[src/hw/rtl/xbu_ram.sv]
// Simple dual-port RAM with one write port and one registered read port.
module xbu_ram #(
  parameter int unsigned DEPTH = 128,
  parameter int unsigned AW    = 7,
  parameter int unsigned DW    = 16
) (
  input  logic          clk_i,
  input  logic          we_i,
  input  logic [AW-1:0] waddr_i,
  input  logic [DW-1:0] wdata_i,
  input  logic          re_i,
  input  logic [AW-1:0] raddr_i,
  output logic [DW-1:0] rdata_o
);

  logic [DW-1:0] mem_q [DEPTH];
  logic [DW-1:0] rdata_q;

  // Write and read-first registered read.
  always_ff @(posedge clk_i) begin
    if (we_i) begin
      mem_q[waddr_i] <= wdata_i;
    end
    if (re_i) begin
      rdata_q <= mem_q[raddr_i];
    end
  end

  assign rdata_o = rdata_q;

endmodule

[config.mk]
export PLATFORM = sky130hd
export DESIGN_NAME = xbu_ram
export DESIGN_NICKNAME = d
export VERILOG_FILES = /design/src/hw/rtl/xbu_ram.sv
export SDC_FILE = /design/constraint.sdc
export NUM_CORES = 2
export LEC_CHECK = 0
export ABC_AREA = 0
export BUFFER_PORTS_ARGS = -buffer_cell sky130_fd_sc_hd__buf_2
export CAP_MARGIN = 5
export CORE_MARGIN = 1.5
export CORE_UTILIZATION = 43
export DETAILED_ROUTE_END_ITERATION = 10
export SLEW_MARGIN = 0
export SYNTH_ARGS = -nofsm -noshare
export SYNTH_HDL_FRONTEND = slang
export SYNTH_SLANG_ARGS = --single-unit
[constraint.sdc]
create_clock -name clk_i -period 7.2 [get_ports clk_i]
set_clock_uncertainty 0.05 [all_clocks]
set_input_delay 0.72 -clock clk_i [delete_from_list [all_inputs] [get_ports clk_i]]
set_output_delay 0.72 -clock clk_i [all_outputs]
set_load 0.03 [all_outputs]
Word level (Yosys, flattened, before mapping)

Memories as Yosys holds them, arrays and structs flattened. A register that Yosys moved wholly into a read port is not among the register bits.
Index checks and enable logic that the tools add are counted.

Word-level logic and storage cells: 3
Output and inout bits: 16
Memories: 1
Latch bits: 0
Register bits: 0
Memory bits (writable): 2,048
Input port bits: 33
Memory bits (read-only): 0

Reduce and logical (&&, ||, !) cells: 0
Div/mod/pow operators: 0
Shift operators: 0
Bitwise operators: 0
$add $sub $neg: 0
Multipliers: 0
$lt $le $gt $ge: 0
Equality and inequality tests: 0
Muxes and demuxes: 2

Memories:

| memory | words | width | rd ports | clocked after Yosys merged registers in | wr ports | line | text |
|---|---|---|---|---|---|---|---|
| mem_q  | 128   | 16    | 1        | 1                                       | 1        | 16   | `logic [DW-1:0] mem_q [DEPTH];` |

Operators by type and width:

| cell    | number |
|---|---|
| $mux W1 | 2 |

Logic depth before layout (Yosys ltp)

Depth after elaboration: 2
Mapped depth: 7
Gate-level depth less buffers: 4

Worst setup path after synthesis

Ideal clock, no wire load.

Path kind: input -> register
From: input port raddr_i[0]
To: register rdata_q[0], in the netlist rdata_o[0], read port of mem_q (data pin)
Library setup time: 260 ps
Buffers on the path: 2
Arrival time: 3,095 ps
Setup slack: 3,796 ps
Required time: 6,890 ps
Stages: 6
Cells stage by stage: buf_2 buf_1 mux4_2 mux4_2 mux4_2 mux2_2

RTL lines:

| element     | line | text |
|---|---|---|
| from (decl) | 12   | `input logic [AW-1:0] raddr_i,` |
| to (decl)   | 17   | `logic [DW-1:0] rdata_q;` |

==> out/results.ini <==
[route]
drc=0
routed_wl_mm=186
wire_per_inst_um=31.6
drt_iter0_markers=4358
vias=34849
firstDrtPassIters=5
via_per_inst=5.92
ant_nets=0

[yosys]
postSynthCellCount=3086
yosysSeqAreaShare_pct=78.8
yosysMostFrequentCell=edfxtp_1
syn_nets=3119
syn_area_per_cell_sq_um=25.5
yosys_warnings=0
synthArstFlopShare_pct=0
synth_area_leader_cell=edfxtp_1
synth_cell_types=16
netlist_top_cells_count=edfxtp_1, mux4_2, nor2_1
synth.top_cells.by_area=edfxtp_1, mux4_2, nor2_1, clkbuf_1, buf_2
mappedNetlistArea_sq_um=78700
synth_edf_count=2064
synth_top_area_share_pct=78.8
ys_seq_elements=2064
synth_ff_type=edfxtp_1

[place]
dpl_cell_area_sq_um=82900
post-place-ws_ns=2.66
io_buffer_count=48
dpl.hpwl_mm=107
globalplace.congestion=0.787

[global_routing]
grt_first_pass_wirelength_mm=266
grt-ovfl-total=0
antenna_found_initial=29
grt_max_degree=128
grt_pass1_vias=35962
grtUsageTotal_pct=20.3

[run_status]
run_status=finished clean

[pwr]
combPwrFrac_pct=4.8
peakVddDrop_mv=0.222
netSwitchingFraction_pct=20.8
power_switching_uw=5120
p_leak_uw=0.0273
p_clk_share_pct=41.2
intPower_uw=19500
p_seq_share_pct=54.0
pwr_density_cell_nw_per_um2=276
total_power_uw=24700

[floorplanning]
die-area_sq_um=186000
rows=156
ios=49
die_h_um=431
initial_utilization_pct=43.4
core_sq_um=181000
die_w_um=431

[cts]
post_cts_buffers=0
cts-buffers-inserted=196
cts_tree=built
htree_levels=4
clk_latency_ns=0.85
clock_sinks=2064
clk_pin_slew_ns=0.06
clock_path_buffers=3
cts_root_buffer=clkbuf_16

[setup_path]
endpoint_kind=flop
worst-path-max-fanout=74
cp.required_ns=7.73
cp.arrival_ns=4.20
crit_type=in2reg
critPathLaunchType=input pin

[timing]
tightest_slew_ns=1.14
setup_violations=0
setup_tns_ns=0
hold_violations=0
period_minus_slack_ns=3.67
slew_headroom_pct=24.2
slew_violations=0
finalCritPeriodShare_pct=50.9
rsz0062_at_grt=false
setup_ws_ns=3.53
fmax_mhz=273

[finish]
area_delta_synth_final_pct=13.4
layout.nets=3379
layout-drive-gt1-share_pct=34.1
final_util_pct=49.2
stdcell_area_sq_um=89300

[flow_run]
drv_cap=0

[worst_hold_path]
hold_path_class=in2reg

critical path: stages:
cell and delay [ns]:
buf_8 0.65, buf_4 0.70, mux4_2 0.59, mux4_2 0.58
mux4_2 0.48, mux2_2 0.27
power by group through the flow:
stage	sequential, uW	combinational (uW)	clock (uW)
after floorplan	13600	649	0
after global placement	13600	1180	0
after detailed placement	13600	1200	0
after CTS	13300	1210	10300
after global routing	13300	1260	10800
final	13300	1190	10200
per-layer routing:
layer | global-route usage [%] | vias up | share of wire [%]
met5 | 0 | - | 0
met4 | 7.06 | 0 | 3.4
met3 | 3.12 | 283 | 6.7
met2 | 33.3 | 1401 | 50
met1 | 27.9 | 19133 | 40
li1 | - | 14032 | -
area by class of cell:
cell class	count	area (sq um)
Sequential cell	2064	62000
Timing Repair Buffer	226	1880
Clock inverter	107	1160
Tap cell	2370	2970
Antenna cell	10	25.0
Clock buffer	251	5150
Multi-Input combinational cell	858	16100
Fill cell	13934	92100
placed cells by master, fill, tap and decap left out, types with 6 or more instances in the layout:
cell type     n
buf_12       16
buf_2        28
buf_4       176
bufinv_16    20
clkbuf_1     53
clkbuf_16   198
clkinv_1     47
clkinv_2     19
clkinv_8      6
diode_2      10
edfxtp_1   2064
mux2_2       16
mux4_2      672
nand2_1      14
nand3_1      12
nor2_1      106
nor2_2       16
nor2b_1       7
nor3_2        9
cells by family (layout without fill, tap and decap cells):
group / after synthesis / count (layout) / synth area share [%]
flops: 2064 / 2064 / 78.8
simple gates: 170 / 170 / 0.886
buf+inv: 164 / 584 / 0.879
mux: 688 / 688 / 19.5
other cells: 0 / 10 / 0
what timing repair did:
action,CTS,global route
endpoints found under the setup margin,0,0
hold buffers,1,0
endpoints found under the hold margin,1,0
resized for setup,0,0
flip-flops by register name, indices dropped and copies added (netlist names):
register / count
rdata_o: 16
mem_q: 2048
metrics by stage:
stage / hold WS [ns] / cells
after global routing: 0.212 / 5881
final: 0.233 / 5886
after global placement: 0.868 / 5516
after detailed placement: 0.868 / 5516
after floorplan: 0.769 / 3086
after CTS: 0.174 / 5875
final timing paths:
check	from	to	slack [ns]	depth (start not counted)
hold / removal	wdata_i[0]	mem_q[31][0]	0.23	1
hold reg to reg	mem_q[123][12]	rdata_o[12]	1.15	4
setup / recovery	raddr_i[0]	rdata_o[15]	3.53	6
setup reg to reg	mem_q[86][4]	rdata_o[4]	4.51	4
Note: power is estimated with default switching activity, not from simulation.
